### config.mk
export PLATFORM = sky130hd
export DESIGN_NAME = sql_subset_token_scanner_unit
export DESIGN_NICKNAME = d
export VERILOG_FILES = /design/src/rtl/core/stscan_pkg.sv /design/src/rtl/core/stscan_core.sv /design/src/rtl/core/stscan_queue.sv /design/src/rtl/core/sql_subset_token_scanner_unit.sv
export SDC_FILE = /design/constraint.sdc
export NUM_CORES = 1
export LEC_CHECK = 0
export ABC_AREA = 0
export BUFFER_PORTS_ARGS = -buffer_cell sky130_fd_sc_hd__buf_2
export CORE_MARGIN = 10
export CORE_UTILIZATION = 55
export DETAILED_ROUTE_END_ITERATION = 8
export PLACE_DENSITY_LB_ADDON = 0.3
export SLEW_MARGIN = 0
export SYNTH_ARGS = -nofsm -noshare
export SYNTH_HDL_FRONTEND = slang
export SYNTH_HIERARCHICAL = 1
export SYNTH_SLANG_ARGS = --single-unit
### constraint.sdc
create_clock -name i_clk -period 14.3 [get_ports i_clk]
set_clock_uncertainty 0.15 [all_clocks]
set_input_delay 4.29 -clock i_clk [delete_from_list [all_inputs] [get_ports i_clk]]
set_output_delay 4.29 -clock i_clk [all_outputs]
set_load 0.01 [all_outputs]
### src/rtl/core/stscan_pkg.sv
`default_nettype none

package stscan_pkg;

    // statement length limit and the saturating offset it implies
    localparam int MAX_STMT_LEN  = 65536;
    localparam int POS_LIMIT_INT = (MAX_STMT_LEN - 1 < 65535) ? (MAX_STMT_LEN - 1) : 65535;
    localparam logic [15:0] POS_LIMIT = 16'(POS_LIMIT_INT);

    // largest integer literal value, 2^63-1
    localparam logic [62:0] NUM_MAX = '1;

    // token queue depth
    localparam int QUEUE_DEPTH = 4;
    localparam int QUEUE_AW    = $clog2(QUEUE_DEPTH);
    localparam int QUEUE_CW    = $clog2(QUEUE_DEPTH + 1);

    // token kinds
    localparam logic [3:0] KIND_END    = 4'd0;
    localparam logic [3:0] KIND_NUM    = 4'd1;
    localparam logic [3:0] KIND_IDENT  = 4'd2;
    localparam logic [3:0] KIND_SELECT = 4'd3;
    localparam logic [3:0] KIND_FROM   = 4'd4;
    localparam logic [3:0] KIND_WHERE  = 4'd5;
    localparam logic [3:0] KIND_AND    = 4'd6;
    localparam logic [3:0] KIND_PUNCT  = 4'd7;
    localparam logic [3:0] KIND_LE     = 4'd8;
    localparam logic [3:0] KIND_GE     = 4'd9;
    localparam logic [3:0] KIND_NE     = 4'd10;
    localparam logic [3:0] KIND_ERR    = 4'd11;

    // error codes
    localparam logic [1:0] ERR_NONE       = 2'd0;
    localparam logic [1:0] ERR_UNEXPECTED = 2'd1;
    localparam logic [1:0] ERR_BANG       = 2'd2;

    // keyword spellings, upper case, padded with zero
    localparam logic [2:0] KW_LEN [4] = '{3'd6, 3'd4, 3'd5, 3'd3};
    localparam logic [7:0] KW_TEXT [4][8] = '{
        '{"S", "E", "L", "E", "C", "T", 8'h00, 8'h00},
        '{"F", "R", "O", "M", 8'h00, 8'h00, 8'h00, 8'h00},
        '{"W", "H", "E", "R", "E", 8'h00, 8'h00, 8'h00},
        '{"A", "N", "D", 8'h00, 8'h00, 8'h00, 8'h00, 8'h00}
    };

    // one result item
    typedef struct packed {
        logic [3:0]  kind;
        logic [6:0]  punct;
        logic [62:0] value;
        logic        sat;
        logic [15:0] start;
        logic [15:0] len;
        logic [1:0]  err;
        logic        last;
    } t_token;

    // what one scanned byte hands to the token queue
    typedef struct packed {
        logic [1:0] count;
        t_token     first;
        t_token     second;
    } t_emit;

    // character classes
    function automatic logic is_digit(input logic [7:0] c);
        return (c >= "0") && (c <= "9");
    endfunction

    function automatic logic is_alpha(input logic [7:0] c);
        return ((c >= "A") && (c <= "Z")) || ((c >= "a") && (c <= "z"));
    endfunction

    function automatic logic is_blank(input logic [7:0] c);
        return (c == " ") || (c == 8'h09) || (c == 8'h0A) || (c == 8'h0D);
    endfunction

    function automatic logic is_single_punct(input logic [7:0] c);
        return (c == "=") || (c == "+") || (c == "-") || (c == "*") || (c == "/") ||
               (c == "%") || (c == "(") || (c == ")") || (c == ",") || (c == ";");
    endfunction

    // build a token from the given fields, with the last flag cleared
    function automatic t_token make_token(
        input logic [3:0]  kind,
        input logic [6:0]  punct,
        input logic [62:0] value,
        input logic        sat,
        input logic [15:0] start,
        input logic [15:0] len,
        input logic [1:0]  err
    );
        t_token t;
        t.kind  = kind;
        t.punct = punct;
        t.value = value;
        t.sat   = sat;
        t.start = start;
        t.len   = len;
        t.err   = err;
        t.last  = 1'b0;
        return t;
    endfunction

endpackage

`default_nettype wire

### src/rtl/core/stscan_core.sv
`default_nettype none

module stscan_core import stscan_pkg::*; (
    input  wire logic       i_clk,
    input  wire logic       i_rst_n,
    input  wire logic       i_step,
    input  wire logic [7:0] i_byte,
    output t_emit           o_emit
);

    localparam logic [2:0] MODE_IDLE  = 3'd0;
    localparam logic [2:0] MODE_NUM   = 3'd1;
    localparam logic [2:0] MODE_IDENT = 3'd2;
    localparam logic [2:0] MODE_LT    = 3'd3;
    localparam logic [2:0] MODE_GT    = 3'd4;
    localparam logic [2:0] MODE_BANG  = 3'd5;
    localparam logic [2:0] MODE_SKIP  = 3'd6;

    logic [2:0]  r_mode,  n_mode;
    logic [62:0] r_acc,   n_acc;
    logic        r_ovf,   n_ovf;
    logic [3:0]  r_cand,  n_cand;
    logic [15:0] r_start, n_start;
    logic [15:0] r_len,   n_len;
    logic [15:0] r_pos,   n_pos;

    logic        again;
    logic        was_reset;
    logic        va;
    logic        vb;
    t_token      tok_a;
    t_token      tok_b;
    logic [66:0] acc_next;
    logic [3:0]  kw_kind;
    logic [15:0] len_grown;

    // drop keyword candidates that do not match the character at this offset
    function automatic logic [3:0] kw_track(
        input logic [3:0]  cand,
        input logic [15:0] len,
        input logic [7:0]  c
    );
        logic [7:0] up;
        logic [3:0] res;
        up  = ((c >= "a") && (c <= "z")) ? (c - 8'd32) : c;
        res = cand;
        for (int k = 0; k < 4; k++) begin
            if ((len >= 16'(KW_LEN[k])) || (KW_TEXT[k][len[2:0]] != up)) begin
                res[k] = 1'b0;
            end
        end
        return res;
    endfunction

    // next state and up to two tokens for the byte in the input register
    always_comb begin
        n_mode    = r_mode;
        n_acc     = r_acc;
        n_ovf     = r_ovf;
        n_cand    = r_cand;
        n_start   = r_start;
        n_len     = r_len;
        n_pos     = r_pos;
        again     = 1'b0;
        was_reset = 1'b0;
        va        = 1'b0;
        vb        = 1'b0;
        tok_a     = '0;
        tok_b     = '0;

        // acc * 10 + digit, one extra nibble shows the overflow
        acc_next = ({4'b0, r_acc} << 3) + ({4'b0, r_acc} << 1) + {63'b0, i_byte[3:0]};
        len_grown = (r_len != 16'hFFFF) ? (r_len + 16'd1) : r_len;

        kw_kind = KIND_IDENT;
        for (int k = 0; k < 4; k++) begin
            if (r_cand[k] && (r_len == 16'(KW_LEN[k]))) begin
                kw_kind = KIND_SELECT + 4'(k);
            end
        end

        // continue or close the pending token
        unique case (r_mode) inside
            MODE_SKIP: begin
                if (i_byte == 8'h00) begin
                    n_mode    = MODE_IDLE;
                    n_acc     = '0;
                    n_ovf     = 1'b0;
                    n_cand    = 4'hF;
                    n_start   = '0;
                    n_len     = '0;
                    n_pos     = '0;
                    was_reset = 1'b1;
                end
            end
            MODE_NUM: begin
                if (is_digit(i_byte)) begin
                    if (acc_next[66:63] != 4'd0) begin
                        n_acc = NUM_MAX;
                        n_ovf = 1'b1;
                    end else begin
                        n_acc = acc_next[62:0];
                    end
                    n_len = len_grown;
                end else begin
                    va    = 1'b1;
                    tok_a = make_token(KIND_NUM, 7'd0, r_acc, r_ovf, r_start, r_len, ERR_NONE);
                    again = 1'b1;
                end
            end
            MODE_IDENT: begin
                if (is_alpha(i_byte) || is_digit(i_byte) || (i_byte == "_")) begin
                    n_cand = kw_track(r_cand, r_len, i_byte);
                    n_len  = len_grown;
                end else begin
                    va    = 1'b1;
                    tok_a = make_token(kw_kind, 7'd0, '0, 1'b0, r_start, r_len, ERR_NONE);
                    again = 1'b1;
                end
            end
            MODE_LT, MODE_GT, MODE_BANG: begin
                va = 1'b1;
                if (i_byte == "=" || (r_mode == MODE_LT && i_byte == ">")) begin
                    if (r_mode == MODE_GT) begin
                        tok_a = make_token(KIND_GE, 7'd0, '0, 1'b0, r_start, 16'd2, ERR_NONE);
                    end else if (r_mode == MODE_LT && i_byte == "=") begin
                        tok_a = make_token(KIND_LE, 7'd0, '0, 1'b0, r_start, 16'd2, ERR_NONE);
                    end else begin
                        tok_a = make_token(KIND_NE, 7'd0, '0, 1'b0, r_start, 16'd2, ERR_NONE);
                    end
                    n_mode  = MODE_IDLE;
                    n_acc   = '0;
                    n_ovf   = 1'b0;
                    n_cand  = 4'hF;
                    n_start = '0;
                    n_len   = '0;
                end else if (r_mode == MODE_BANG) begin
                    // bang without equals: error, the byte is already discarded
                    tok_a   = make_token(KIND_ERR, 7'd0, '0, 1'b0, r_start, 16'd1, ERR_BANG);
                    n_mode  = MODE_SKIP;
                    n_acc   = '0;
                    n_ovf   = 1'b0;
                    n_cand  = 4'hF;
                    n_start = '0;
                    n_len   = '0;
                    if (i_byte == 8'h00) begin
                        n_mode    = MODE_IDLE;
                        n_pos     = '0;
                        was_reset = 1'b1;
                    end
                end else begin
                    tok_a = make_token(KIND_PUNCT, (r_mode == MODE_LT) ? 7'h3C : 7'h3E,
                                       '0, 1'b0, r_start, 16'd1, ERR_NONE);
                    again = 1'b1;
                end
            end
            default: begin
                again = 1'b1;
            end
        endcase

        // scan the byte afresh from idle
        if (again) begin
            n_mode  = MODE_IDLE;
            n_acc   = '0;
            n_ovf   = 1'b0;
            n_cand  = 4'hF;
            n_start = '0;
            n_len   = '0;
            if (!is_blank(i_byte)) begin
                if (i_byte == 8'h00) begin
                    vb        = 1'b1;
                    tok_b     = make_token(KIND_END, 7'd0, '0, 1'b0, r_pos, 16'd0, ERR_NONE);
                    n_pos     = '0;
                    was_reset = 1'b1;
                end else begin
                    n_start = r_pos;
                    if (is_digit(i_byte)) begin
                        n_acc  = {59'b0, i_byte[3:0]};
                        n_len  = 16'd1;
                        n_mode = MODE_NUM;
                    end else if (is_alpha(i_byte) || (i_byte == "_")) begin
                        n_cand = kw_track(4'hF, 16'd0, i_byte);
                        n_len  = 16'd1;
                        n_mode = MODE_IDENT;
                    end else if (i_byte == "<") begin
                        n_mode = MODE_LT;
                    end else if (i_byte == ">") begin
                        n_mode = MODE_GT;
                    end else if (i_byte == "!") begin
                        n_mode = MODE_BANG;
                    end else if (is_single_punct(i_byte)) begin
                        vb    = 1'b1;
                        tok_b = make_token(KIND_PUNCT, i_byte[6:0], '0, 1'b0, r_pos, 16'd1,
                                           ERR_NONE);
                    end else begin
                        vb     = 1'b1;
                        tok_b  = make_token(KIND_ERR, 7'd0, '0, 1'b0, r_pos, 16'd1,
                                            ERR_UNEXPECTED);
                        n_mode = MODE_SKIP;
                    end
                end
            end
        end

        // saturating statement offset
        if (!was_reset) begin
            n_pos = (r_pos < POS_LIMIT) ? (r_pos + 16'd1) : POS_LIMIT;
        end

        // pack for the queue
        o_emit.count       = i_step ? {va & vb, va ^ vb} : 2'd0;
        o_emit.first       = va ? tok_a : tok_b;
        o_emit.first.last  = !(va && vb);
        o_emit.second      = tok_b;
        o_emit.second.last = 1'b1;
    end

    // scanner state
    always_ff @(posedge i_clk) begin
        if (!i_rst_n) begin
            r_mode  <= MODE_IDLE;
            r_acc   <= '0;
            r_ovf   <= 1'b0;
            r_cand  <= 4'hF;
            r_start <= '0;
            r_len   <= '0;
            r_pos   <= '0;
        end else if (i_step) begin
            r_mode  <= n_mode;
            r_acc   <= n_acc;
            r_ovf   <= n_ovf;
            r_cand  <= n_cand;
            r_start <= n_start;
            r_len   <= n_len;
            r_pos   <= n_pos;
        end
    end

endmodule

`default_nettype wire

### src/rtl/core/stscan_queue.sv
`default_nettype none

module stscan_queue import stscan_pkg::*; (
    input  wire logic  i_clk,
    input  wire logic  i_rst_n,
    input  wire t_emit i_emit,
    input  wire logic  i_pop,
    output t_token     o_head,
    output logic       o_valid,
    output logic       o_room
);

    t_token                r_mem [QUEUE_DEPTH];
    logic [QUEUE_AW-1:0]   r_wr_ptr, n_wr_ptr;
    logic [QUEUE_AW-1:0]   r_rd_ptr, n_rd_ptr;
    logic [QUEUE_CW-1:0]   r_cnt,    n_cnt;
    logic                  pop;
    logic [QUEUE_AW-1:0]   wr_ptr_1;

    assign o_valid  = (r_cnt != '0);
    assign o_room   = (r_cnt <= QUEUE_CW'(QUEUE_DEPTH - 2));
    assign o_head   = r_mem[r_rd_ptr];
    assign pop      = i_pop && o_valid;
    assign wr_ptr_1 = r_wr_ptr + QUEUE_AW'(1);

    // pointer and fill bookkeeping
    always_comb begin
        n_wr_ptr = r_wr_ptr + QUEUE_AW'(i_emit.count);
        n_rd_ptr = pop ? (r_rd_ptr + QUEUE_AW'(1)) : r_rd_ptr;
        n_cnt    = r_cnt + QUEUE_CW'(i_emit.count) - QUEUE_CW'(pop);
    end

    always_ff @(posedge i_clk) begin
        if (!i_rst_n) begin
            r_wr_ptr <= '0;
            r_rd_ptr <= '0;
            r_cnt    <= '0;
        end else begin
            r_wr_ptr <= n_wr_ptr;
            r_rd_ptr <= n_rd_ptr;
            r_cnt    <= n_cnt;
        end
    end

    // token storage, up to two writes per byte
    always_ff @(posedge i_clk) begin
        if (i_emit.count != 2'd0) begin
            r_mem[r_wr_ptr] <= i_emit.first;
        end
        if (i_emit.count == 2'd2) begin
            r_mem[wr_ptr_1] <= i_emit.second;
        end
    end

endmodule

`default_nettype wire

### src/rtl/core/sql_subset_token_scanner_unit.sv
// SQL-subset token scanner. Takes one statement byte per item on the input channel and
// delivers tokens (numbers, identifiers, the keywords SELECT/FROM/WHERE/AND, single-character
// punctuation, <= >= <> !=, end and error) on the output channel, one token per item.
// A byte is accepted every cycle while the input is not stalled; its first token reaches the
// output through the input register, then the scan logic into a four-entry token queue, and
// can be taken at the next edge. A byte can close a pending token and start a new one, giving
// two tokens, which the output side then delivers one after the other; the input stalls while
// a byte waits in the input register and the token queue has fewer than two free entries.
// Byte 0 ends a statement: the pending token, then an end token; after an error token all
// bytes up to and including the next 0 are dropped, with no end token. Number literals saturate at 2^63-1 with a flag.
`default_nettype none

module sql_subset_token_scanner_unit import stscan_pkg::*; (
    input  wire logic        i_clk,
    input  wire logic        i_rst_n,
    input  wire logic        i_valid,
    output logic             o_stall,
    input  wire logic [7:0]  i_text_byte,
    output logic             o_valid,
    input  wire logic        i_stall,
    output logic [3:0]       o_token_kind,
    output logic [6:0]       o_punct_char,
    output logic [62:0]      o_number_value,
    output logic             o_number_saturated,
    output logic [15:0]      o_token_start,
    output logic [15:0]      o_token_length,
    output logic [1:0]       o_error_code,
    output logic             o_last_of_run
);

    logic       r_in_v;
    logic [7:0] r_in_byte;
    logic       room;
    logic       step;
    logic       accept;
    t_emit      emit;
    t_token     head;

    assign step    = r_in_v && room;
    assign o_stall = r_in_v && !room;
    assign accept  = i_valid && !o_stall;

    // input register
    always_ff @(posedge i_clk) begin
        if (!i_rst_n) begin
            r_in_v <= 1'b0;
        end else if (accept) begin
            r_in_v <= 1'b1;
        end else if (step) begin
            r_in_v <= 1'b0;
        end
    end

    always_ff @(posedge i_clk) begin
        if (accept) begin
            r_in_byte <= i_text_byte;
        end
    end

    // scan logic and scanner state
    stscan_core u_core (
        .i_clk   (i_clk),
        .i_rst_n (i_rst_n),
        .i_step  (step),
        .i_byte  (r_in_byte),
        .o_emit  (emit)
    );

    // token queue feeding the output channel
    stscan_queue u_queue (
        .i_clk   (i_clk),
        .i_rst_n (i_rst_n),
        .i_emit  (emit),
        .i_pop   (!i_stall),
        .o_head  (head),
        .o_valid (o_valid),
        .o_room  (room)
    );

    assign o_token_kind       = head.kind;
    assign o_punct_char       = head.punct;
    assign o_number_value     = head.value;
    assign o_number_saturated = head.sat;
    assign o_token_start      = head.start;
    assign o_token_length     = head.len;
    assign o_error_code       = head.err;
    assign o_last_of_run      = head.last;

endmodule

`default_nettype wire

# --- After elaboration in Yosys (flattened, before gate mapping) ---
# Memories as Yosys holds them, arrays and structs flattened. A register that Yosys moved wholly into a read port is not among the register bits.
# Cells that the tools add are included.
word_totals:
  reg_bits: 135
  mem_bits_rw: 440
  mem_bits_ro: 256
  wordCells: 284
  n_memories: 5
mem_list:
  columns: ["memory", "words", "width", "read_ports", "rd_clocked_by_memory_dff", "write_ports", "line", "text"]
  rows:
  - ["u_queue.r_mem", 4, 110, 1, 1, 2, "stscan_queue.sv:13", "t_token r_mem [QUEUE_DEPTH];"]
  - ["(name not given)", 8, 8, 1, 0, 0, "stscan_core.sv:48", "if ((len >= 16'(KW_LEN[k])) || (KW_TEXT[k][len[2:0]] != up)) begin"]
  - ["(name not given)", 8, 8, 1, 0, 0, "stscan_core.sv:48", null]
  - ["(name not given)", 8, 8, 1, 0, 0, "stscan_core.sv:48", null]
  - ["(name not given)", 8, 8, 1, 0, 0, "stscan_core.sv:48", null]
classes:
  add_sub_neg: 10
  magnitude_cmp: 13
  n_eq_ne: 47
  n_mux: 134
  bitwise_logic: 3
  n_reduce_logical: 57
ops:
  columns: ["op", "count"]
  rows:
  - ["two-way mux 110 bit", 14]
  - ["two-way mux 63 bit", 8]
  - ["case mux 110 bit (3 select lines)", 1]
  - ["two-way mux 16 bit", 20]
  - ["case mux 63 bit (3 select lines)", 1]
  - ["== test 8 x 6 -> 1 bit, second input constant", 14]
  - ["two-way mux 108 bit", 1]
  - ["two-way mux 107 bit", 1]
  - ["two-way mux 8 bit", 9]
  - ["adder 66 x 64 -> 67 bit", 1]
  - ["adder 67 x 4 -> 67 bit", 1]
  - ["case mux 16 bit (2 select lines)", 2]
  - ["case mux 16 bit (4 select lines)", 1]
  - ["two-way mux 4 bit", 13]
  - ["== test 16 x 3 -> 1 bit, second input constant", 3]
  - [">= comparator 16 x 3 -> 1 bit, second input constant", 3]
  - ["two-way mux 1 bit", 40]
  - ["two-way mux 3 bit", 13]
  - ["AND reduction 6 bit", 6]
  - ["adder 16 x 1 -> 16 bit, second input constant", 2]
  - ["!= test 7 x 8 -> 1 bit, first input constant", 4]
  - ["!= test 8 bit", 4]
  - ["== test 8 x 4 -> 1 bit, second input constant", 3]
  - ["!= test 3 x 2 -> 1 bit, second input constant", 8]
  - ["other kinds (41)", 91]

# --- Longest topological paths before layout ---
# Gate-level depths: netlist of run 1.
logic_depth:
  word_depth: 20
  depth_mapped: 20

# --- By module ---
# Netlist of run 1, hierarchy kept.
modules_own_cells:
  columns: ["mod", "n_inst", "cells_each", "area_each_um2"]
  rows:
  - ["stscan_queue", 1, 1112, 22441.5]
  - ["stscan_core", 1, 1713, 13016.2]
  - ["sql_subset_token_scanner_unit", 1, 14, 297.8]

# --- Worst setup path after synthesis of run 1 ---
# OpenSTA, ideal clock, no wires.
synth_path:
  kind: "flip-flop to flip-flop"
  start: "register r_in_byte[1]"
  end: "memory u_queue/r_mem[0][0] (netlist bit), enable pin"
  t_arrival_ns: 10.945
  t_required_ns: 13.410
  slack_ns: 2.465
  stages_incl_launch_ff: 15
  path_buffers: 3
  cell_sequence: "edfxtp_1 > buf_6 > or4_1 > o21ai_0 > and3_1 > a21o_1 > a21oi_2 > o21a_1 > or2_1 > buf_2 > buf_2 > ha_1 > and2_1 > nor2_1 > o31ai_1"
synth_rtl:
  columns: ["item", "line", "text"]
  rows:
  - ["start, declared", "sql_subset_token_scanner_unit.sv:32", "logic [7:0] r_in_byte;"]
  - ["start signal, assigned", "sql_subset_token_scanner_unit.sv:56", "r_in_byte <= i_text_byte;"]
  - ["end, declared", "stscan_queue.sv:13", null]

==> results of run 1 <==
-- metrics by stage --
step                      cells  setup WS, ns
after CTS                  3768          5.79
after global placement     3654          6.50
after global routing       3768          5.59
after floorplan            2920          2.46
final                      3768          5.96
after detailed placement   3654          6.49
-- layout make-up --
type                            count  share of cell area, %
Clock buffer                       80                   4.14
Clock inverter                     34                  0.954
Inverter                           44                  0.431
Multi-Input combinational cell   2021                   47.5
Sequential cell                   577                   41.9
Tap cell                          855                   2.79
Timing Repair Buffer              157                   2.27
-- metal layers --
layer | vias up | routed length [microns] | GRT usage [%]
met3 | 149 | 5580 | 2.98
li1 | 10900 | - | -
met2 | 848 | 44500 | 39.8
met4 | 0 | 2080 | 6.23
met1 | 12100 | 39000 | 32.0
met5 | - | 0 | 0
-- power by group through the flow --
stage	sequential [mW]	clock (mW)	combinational [mW]
CTS	2.01	1.60	0.917
global route	2.02	1.67	0.974
floorplan	2.01	0	0.664
global placement	2.04	0	0.901
detailed placement	2.04	0	0.912
finish	2.01	1.57	0.906
-- flip-flops by register name (all words and copies together), names as in the netlist, 4 cells and up, named ones only --
| name | count |
|---|---|
| u_core/r_start | 16 |
| u_core/r_len | 16 |
| u_queue/r_mem | 440 |
| r_in_byte | 8 |
| u_core/r_acc | 63 |
| u_core/r_cand | 4 |
| u_core/r_pos | 16 |
-- cell families (layout without fill, tap and decap cells) --
family | Yosys count | after routing
compound gates | 568 | 568
xor+xnor | 71 | 71
fa+ha+maj | 143 | 143
buf+inv | 322 | 315
flops | 577 | 577
mux | 573 | 573
other cells | 2 | 83
simple gates | 583 | 583
-- cells in the final DEF (no fill, tap or decap), types with 42 or more instances in the layout --
master     netlist  final
mux2_1          62     62
and3_1          85     85
clkbuf_16        0     60
nand3_1         54     53
a21oi_1        154    154
a22oi_1         50     50
and2_1          48     46
nand2_1        137    136
dfxtp_1        129    127
buf_2           44    123
edfxtp_1       448    448
conb_1           2     83
mux2_2         207    207
mux2_4         189    189
o21ai_0         88     87
ha_1           140    140
nor2_1          93     90
mux4_2         110    110
inv_1           42     42
-- critical path, delay by kind of cell, from the launching register on --
family	cells	cell delay [ns]
flops	1	0.83
mux	1	0.69
buf+inv	3	1.68
-- how the worst max path moves through the flow --
| stage | start | endpoint | slack (ns) |
|---|---|---|---|
| global placement | flip-flop | o_number_value[25] | 6.50 |
| detailed placement | flip-flop | o_number_value[25] | 6.49 |
| finish | flip-flop | o_number_value[25] | 5.96 |
| global route | flip-flop | o_number_value[25] | 5.59 |
| CTS | flip-flop | o_number_value[25] | 5.79 |
| floorplan | r_in_byte[1] | u_queue/r_mem[0][0] | 2.46 |
==> impl_metrics.csv, run 1 <==
group,metric,value,unit
power,intPower,3.22,mW
clock_tree,numCtsBuffers,60,
worst_setup_path,crit_top_cell,"buf_4",
yosys,synth_ff_type,"edfxtp_1",
floorplanning,io_pins,124,
global_route,grt_pass1_vias,23900,
worst_setup_path,reg2reg_to,"u_queue/r_mem[3][109]",
yosys,synth_xor_area_share,1.82,%
yosys,synth_top_family_by_area,"multiplexers",
layout,antenna_cells,0,
timing,hold_violations,0,
worst_setup_path,critical_path_class,"flip-flop to primary output",
route,dr.pass1.iters,6,
worst_setup_path,critPathLaunchType,"flip-flop",
placement,place_area,36400,sq um
floorplanning,die-area,75600,sq um
layout,drive_gt1_share,29.1,%
floorplanning,dieWidth,275,microns
power,power,4.49,mW
global_route,grt_pass1_wl,141,mm
worst_setup_path,cp_data_arrival_time,3.90,ns
power,peakVddDrop,0.0888,mV
worst_setup_path,worstPathCellList,"buf_4 -> buf_4 -> mux4_2 -> buf_2",
yosys,synth_fa_ha_area_share,5.07,%
timing,drv_slew,0,
timing,finalHoldWorstSlack,0.299,ns
yosys,avgSynthCellArea,12.6,sq um
route,drc,0,
yosys,yosys.area.top_type,"edfxtp_1",
yosys,yosysTopAreaCellShare,37.6,%
clock_tree,cts.clk_slew.worst_paths,0.06,ns
hold_path,hold_path_end,"u_core/r_start[3]",
layout,n_fill_cell,5098,
clock_tree,cts_tree,"done",
power,clockPowerShare,35.1,%
worst_setup_path,cpPeakStageDelay,0.83,ns
route,wl,91.1,mm
yosys,synth_edf_count,448,
yosys,netlist_top_cells_count,"448 x edfxtp_1, 207 x mux2_2, 189 x mux2_4",
hold_path,holdPathStages,2,
yosys,ys_seq_area_share,44.8,%
timing,setup_violations,0,
placement,portBuffers,123,
hold_path,hp-class,"flip-flop to flip-flop",
run,drv_cap,0,
layout,postLayoutCellArea,38300,sq um
placement,hpwl,59.6,mm
clock_tree,hold_buffers,0,
clock_tree,root_buffer,"clkbuf_16",
yosys,async_reset_ff_share,0,%
floorplanning,coreArea,64500,sq um
power,p_per_area,117,nW/um^2
clock_tree,clk_path_buf_depth,3,
worst_setup_path,worstSetupEndpointType,"primary output",
yosys,syn-cell-area,35800,sq um
power,comb_power_share,20.2,%
yosys,syn_inst,2839,
placement,gp_congestion,0.974,
floorplanning,die_h,275,microns
timing,post-route-period-util,58.3,%
route,wl_per_cell,24.2,microns
timing,min_period,8.34,ns
layout,seq_area,16000,sq um
yosys,synthTopCellsByArea,"edfxtp_1 38%, mux2_4 7.9%, dfxtp_1 7.2%",
clock_tree,insertion_delay,0.65,ns
route,drtAntennaViolNets,0,
route,num_vias,24000,
timing,tightest_slew,1.26,ns
global_route,antenna_found_initial,0,
power,power.switching,1.26,mW
global_route,grtUsageTotal,23.7,%
power,switching_share,28.2,%
clock_tree,cts_sinks,577,
worst_setup_path,r2r_setup_slack,6.53,ns
yosys,postSynthRegisterBits,577,
worst_setup_path,cpMaxStageDelayCell,"dfxtp_4",
yosys,yosys-mux-area-fraction,23.5,%
worst_setup_path,critPathMaxFanout,42,
timing,slew_headroom,16.2,%
clock_tree,ctsHtreeMaxLevel,2,
route,viasPerCell,6.36,
power,leakagePower,15.0,nW
clock_tree,postCtsSetupBuffers,0,
yosys,ys_types,101,
yosys,synth_warnings,6,
global_route,gr-total-overflow,0,
worst_setup_path,crit-reg2reg-launch,"r_in_byte[0]",
timing,max_freq,120,MHz
hold_path,hold_path_startpoint,"u_core/r_start[3]",
floorplanning,start_util,55.5,%
yosys,synthSimpleGateAreaFrac,8.64,%
worst_setup_path,rr_worst_depth,13,
layout,syn2layout_area_growth,7.12,%
layout,multi_input_area,18200,sq um
yosys,synthMostInstantiatedCell,"edfxtp_1",
worst_setup_path,crit_required,9.86,ns
status,status,"finished clean",
yosys,synth-compound-area-share,10.8,%
global_route,grt_max_degree,68,
layout,nets,3016,
floorplanning,rows,93,
clock_tree,cts_resized,0,
power,p_seq_share,44.7,%
layout,utilization,59.4,%
route,first_iter_violations,1926,
timing,setup_tns,0,ns
timing,grt_setup_unrepaired,"false",
(Power assumes the default switching activity.)
==> run 2: changes to the inputs <==
==> constraint.sdc (replaced) <==
create_clock -name i_clk -period 8.7 [get_ports i_clk]
set_clock_uncertainty 0.15 [all_clocks]
set_input_delay 2.61 -clock i_clk [delete_from_list [all_inputs] [get_ports i_clk]]
set_output_delay 2.61 -clock i_clk [all_outputs]
set_load 0.01 [all_outputs]
==> run 2 against run 1 <==
Clock power rose by 60%. First-iteration DRC count is 4.4% lower. Combinational power up 75%. Cell area about the same. Critical path type is now flip-flop to flip-flop. Critical endpoint is now u_queue/r_mem[0][99].
==> impl_metrics.csv, run 2 (same netlist as run 1, synthesis figures left out) <==
group,metric,value,unit
power,power.switching,2.06,mW
clock_tree,clk_path_buf_depth,3,
clock_tree,cts_sinks,577,
power,leakagePower,15.0,nW
clock_tree,postCtsSetupBuffers,0,
clock_tree,cts_resized,0,
hold_path,hp-class,"flip-flop to flip-flop",
worst_setup_path,crit_top_cell,"buf_4",
timing,slew_headroom,19.2,%
global_route,grt_max_degree,111,
layout,mostFrequentLayoutCells,"448 x edfxtp_1, 207 x mux2_2, 189 x mux2_4",
worst_setup_path,reg2reg_to,"u_queue/r_mem[0][99]",
status,status,"finished clean",
run,drv_cap,0,
clock_tree,hold_buffers,0,
power,clockPowerShare,34.2,%
worst_setup_path,path_depth,13,
placement,portBuffers,123,
global_route,grt_pass1_wl,139,mm
clock_tree,cts.clk_slew.worst_paths,0.06,ns
timing,drv_slew,0,
floorplanning,rows,93,
timing,min_period,6.80,ns
worst_setup_path,cp-startpoint,"r_in_byte[1]",
route,drc,0,
layout,fin_cells,3770,
route,drtAntennaViolNets,0,
route,viasPerCell,6.27,
timing,setup_violations,0,
layout,antenna_cells,0,
layout,reg.largest.list,"u_queue/r_mem (440), u_core/r_acc (63)",
power,power,7.34,mW
floorplanning,io_pins,124,
layout,largest_register_ff_count,440,
floorplanning,coreArea,64500,sq um
power,p_per_area,192,nW/um^2
timing,post-route-period-util,78.1,%
layout,syn2layout_area_growth,7.16,%
worst_setup_path,crit_family,"simple AND/OR/NAND/NOR gates",
power,comb_power_share,21.7,%
floorplanning,die-area,75600,sq um
worst_setup_path,critical_path_class,"flip-flop to flip-flop",
route,num_vias,23600,
clock_tree,insertion_delay,0.63,ns
timing,setup_tns,0,ns
worst_setup_path,worstSetupEndpointType,"flip-flop",
power,switching_share,28.1,%
global_route,grt_pass1_vias,24100,
worst_setup_path,crit_required,8.92,ns
worst_setup_path,cpMaxStageDelayCell,"edfxtp_1",
placement,gp_congestion,0.932,
layout,top_register,"u_queue/r_mem",
clock_tree,cts_tree,"done",
worst_setup_path,critPathLaunchType,"flip-flop",
floorplanning,dieWidth,275,microns
global_route,gr-total-overflow,0,
global_route,grtUsageTotal,23.2,%
timing,tightest_slew,1.21,ns
placement,place_inst,3655,
timing,grt_setup_unrepaired,"false",
floorplanning,die_h,275,microns
hold_path,holdPathStages,2,
worst_setup_path,r2r_setup_slack,1.90,ns
power,p_seq_share,44.1,%
global_route,antenna_found_initial,0,
worst_setup_path,cp_data_arrival_time,7.02,ns
route,wl_per_cell,23.5,microns
power,peakVddDrop,0.164,mV
floorplanning,start_util,55.5,%
route,dr.pass1.iters,5,
layout,drive_gt1_share,28.9,%
layout,utilization,59.4,%
worst_setup_path,worstPathCellList,"or4_1 -> o21ai_0 -> and3_1 -> a21o_1 -> a21oi_2 -> o21a_1 -> or2_1 -> ha_1 -> and2_1 -> nand4b_1 -> buf_4 -> buf_4 -> mux2_2",
worst_setup_path,rr_worst_depth,13,
clock_tree,numCtsBuffers,61,
worst_setup_path,crit-reg2reg-launch,"r_in_byte[1]",
clock_tree,ctsHtreeMaxLevel,2,
route,first_iter_violations,1842,
route,wl,88.5,mm
power,intPower,5.28,mW
clock_tree,root_buffer,"clkbuf_16",
worst_setup_path,crit_path_end,"u_queue/r_mem[0][99]",
layout,nets,3018,
worst_setup_path,cpPeakStageDelay,1.04,ns
timing,hold_violations,0,
layout,final_common_cell,"edfxtp_1",
timing,max_freq,147,MHz
placement,hpwl,57.0,mm
worst_setup_path,crit_buf_inv,2,
worst_setup_path,critPathMaxFanout,60,
==> run 2: worst min-delay path: cells and delay by family (launching register included) <==
family / cells / cell delay (ns)
simple gates: 1 / 0.05
flops: 1 / 0.31
compound gates: 1 / 0.05
==> run 2: worst min path at each step <==
stage                             startpoint                 end  slack, ns
after floorplan           u_core/r_start[10]  u_core/r_start[10]       0.28
after global placement     u_core/r_start[3]   u_core/r_start[3]       0.28
after detailed placement   u_core/r_start[8]   u_core/r_start[8]       0.29
after CTS                  u_core/r_start[4]   u_core/r_start[4]       0.30
after global routing      u_core/r_start[15]  u_core/r_start[15]       0.32
final                      u_core/r_start[4]   u_core/r_start[4]       0.30
==> run 2: routing by layer <==
metal	wire length, microns	vias to the layer above	track usage [%]
met1	38300	12000	30.4
met3	4570	122	3.67
li1	-	10900	-
met4	2110	0	6.31
met5	0	-	0
met2	43600	647	39.3
==> run 2: final cells by class <==
class                      count  area (sq um)
clock buffer                  83          1620
multi-input combinational   2021         18200
inverter                      44           165
fill                        5155         26200
clock inverter                32           288
timing repair buffer         158           941
tap                          855          1070
sequential                   577         16000
==> run 2: through the flow <==
step	worst slack, ns	area (sq um)	hold WS, ns
after CTS	1.92	38300	0.302
after floorplan	0.153	36100	0.278
after global placement	2.06	36400	0.285
after detailed placement	1.94	36400	0.292
after global routing	1.56	38300	0.322
final	1.90	38300	0.299
==> run 2: power by group through the flow <==
stage / clock network, mW / logic (mW) / registers, mW
after floorplan: 0 / 1.09 / 3.28
after global placement: 0 / 1.61 / 3.28
after detailed placement: 0 / 1.61 / 3.29
after CTS: 2.56 / 1.62 / 3.24
after global routing: 2.67 / 1.72 / 3.25
final: 2.51 / 1.59 / 3.24
==> run 3: changes to the inputs <==
==> constraint.sdc (replaced) <==
create_clock -name i_clk -period 6.9 [get_ports i_clk]
set_clock_uncertainty 0.15 [all_clocks]
set_input_delay 2.07 -clock i_clk [delete_from_list [all_inputs] [get_ports i_clk]]
set_output_delay 2.07 -clock i_clk [all_outputs]
set_load 0.01 [all_outputs]
==> run 3 against run 2 <==
Die area did not move. Flip-flop and latch count did not move. Non-clock buffer count rose by 4. Clock power rose by 33%. Global-route usage fell by 0.056 points. Hold slack got worse by 0.00056 ns. Final cell count rose by 0.13%. Combinational power rose by 21%. Cell area rose by 0.55%. First-iteration DRC count rose by 15%. Critical path depth fell by 1. Critical path type unchanged. Largest cell class unchanged.
==> impl_metrics.csv, run 3 (same netlist as run 1, synthesis figures left out) <==
group,metric,value,unit
status,status,"finished clean",
global_route,grtUsageTotal,23.1,%
floorplanning,io_pins,124,
floorplanning,die-area,75600,sq um
clock_tree,ctsHtreeMaxLevel,2,
route,wl,89.0,mm
layout,nets,3022,
layout,top_register,"u_queue/r_mem",
floorplanning,dieWidth,275,microns
floorplanning,start_util,55.5,%
layout,multi_input_area,18200,sq um
layout,largest_register_ff_count,440,
floorplanning,rows,93,
clock_tree,cts_resized,0,
global_route,gr-total-overflow,0,
worst_setup_path,cp_data_arrival_time,5.61,ns
timing,max_freq,185,MHz
layout,seq_area,16000,sq um
clock_tree,insertion_delay,0.64,ns
route,num_vias,23700,
global_route,grt_pass1_vias,24000,
placement,hpwl,56.6,mm
route,first_iter_violations,2115,
global_route,grt_max_degree,111,
placement,gp_congestion,0.961,
clock_tree,cts.clk_slew.worst_paths,0.06,ns
timing,drv_slew,0,
layout,syn2layout_area_growth,7.74,%
power,peakVddDrop,0.195,mV
worst_setup_path,critPathMaxFanout,110,
run,drv_cap,0,
timing,tightest_slew,1.21,ns
route,dr.pass1.iters,5,
clock_tree,clk_path_buf_depth,3,
timing,post-route-period-util,78.1,%
global_route,grt_pass1_wl,139,mm
timing,setup_tns,0,ns
clock_tree,cts_tree,"done",
layout,n_fill_cell,5054,
hold_path,hp-class,"flip-flop to flip-flop",
layout,mostFrequentLayoutCells,"448 x edfxtp_1, 207 x mux2_2, 189 x mux2_4",
layout,final_common_cell,"edfxtp_1",
clock_tree,root_buffer,"clkbuf_16",
timing,grt_setup_unrepaired,"false",
clock_tree,hold_buffers,0,
route,drtAntennaViolNets,0,
power,power,9.42,mW
timing,slew_headroom,19.6,%
layout,antenna_cells,0,
clock_tree,postCtsSetupBuffers,0,
worst_setup_path,critPathLaunchType,"flip-flop",
clock_tree,numCtsBuffers,61,
route,drc,0,
layout,reg.largest.list,"u_queue/r_mem (440), u_core/r_acc (63)",
timing,min_period,5.39,ns
route,viasPerCell,6.28,
power,leakagePower,15.1,nW
timing,setup_ws,1.51,ns
floorplanning,coreArea,64500,sq um
clock_tree,cts_sinks,577,
route,wl_per_cell,23.6,microns
placement,place_ws,1.52,ns
floorplanning,die_h,275,microns
worst_setup_path,worstSetupEndpointType,"flip-flop",
worst_setup_path,crit_required,7.12,ns
global_route,antenna_found_initial,0,
worst_setup_path,critical_path_class,"flip-flop to flip-flop",
layout,drive_gt1_share,29.5,%
placement,portBuffers,123,
timing,setup_violations,0,
timing,hold_violations,0,
power,p_per_area,245,nW/um^2
## run 3: changes by cell type in the layout (fill, tap and decap cells not counted), sizes merged
cell / delta
bufinv: +1
inv: +1
clkinv: -3
buf: +4
clkbuf: +2
## run 3: path summary, 6_finish.rpt
kind / startpoint / to / slack [ns] / depth (start not counted)
setup reg to reg: r_in_byte[0] / u_queue/r_mem[2][104] / 1.51 / 12
hold / removal: u_core/r_start[3] / u_core/r_start[3] / 0.30 / 2
hold reg to reg: u_core/r_start[3] / u_core/r_start[3] / 0.30 / 2
setup / recovery: r_in_byte[0] / u_queue/r_mem[2][104] / 1.51 / 12
## run 3: critical path: stages (launching register included)
cell	delay (ns)
edfxtp_1	0.94
o21ai_0	0.20
a21o_1	0.22
a21o_1	0.21
a21oi_2	0.21
o21a_1	0.71
or2_1	0.23
ha_1	0.15
inv_1	0.08
nor2_1	0.44
and4bb_4	0.35
buf_12	0.72
mux2_2	0.42
## run 3: power by group
part	switching (mW)	internal [mW]
clock network	1.38	1.95
registers	0.162	3.99
logic	1.08	0.853
total	2.63	6.80
## run 3: area by class of cell
class                      count  area share [%]
multi-input combinational   2021            47.2
sequential                   577            41.6
clock buffer                  85            4.44
tap                          855            2.78
timing repair buffer         162            2.65
clock inverter                31           0.844
inverter                      44           0.429
## run 3: routing by layer
metal / part of all wire, % / global-route usage (%) / up-vias
met1: 43 / 30.7 / 12000
met3: 5.0 / 3.20 / 153
met5: 0 / 0 / -
met4: 2.7 / 6.77 / 0
li1: - / - / 10900
met2: 49 / 39.0 / 666
## run 3: metrics by stage
stage                     util, %  instance area (sq um)  hold slack, ns  std cells
after detailed placement     56.6                  36500           0.292       3659
final                        59.8                  38500           0.299       3775
after global placement       56.6                  36500           0.287       3659
after global routing         59.8                  38500           0.317       3775
after CTS                    59.8                  38500           0.301       3775
after floorplan                 -                  36100           0.278       2920
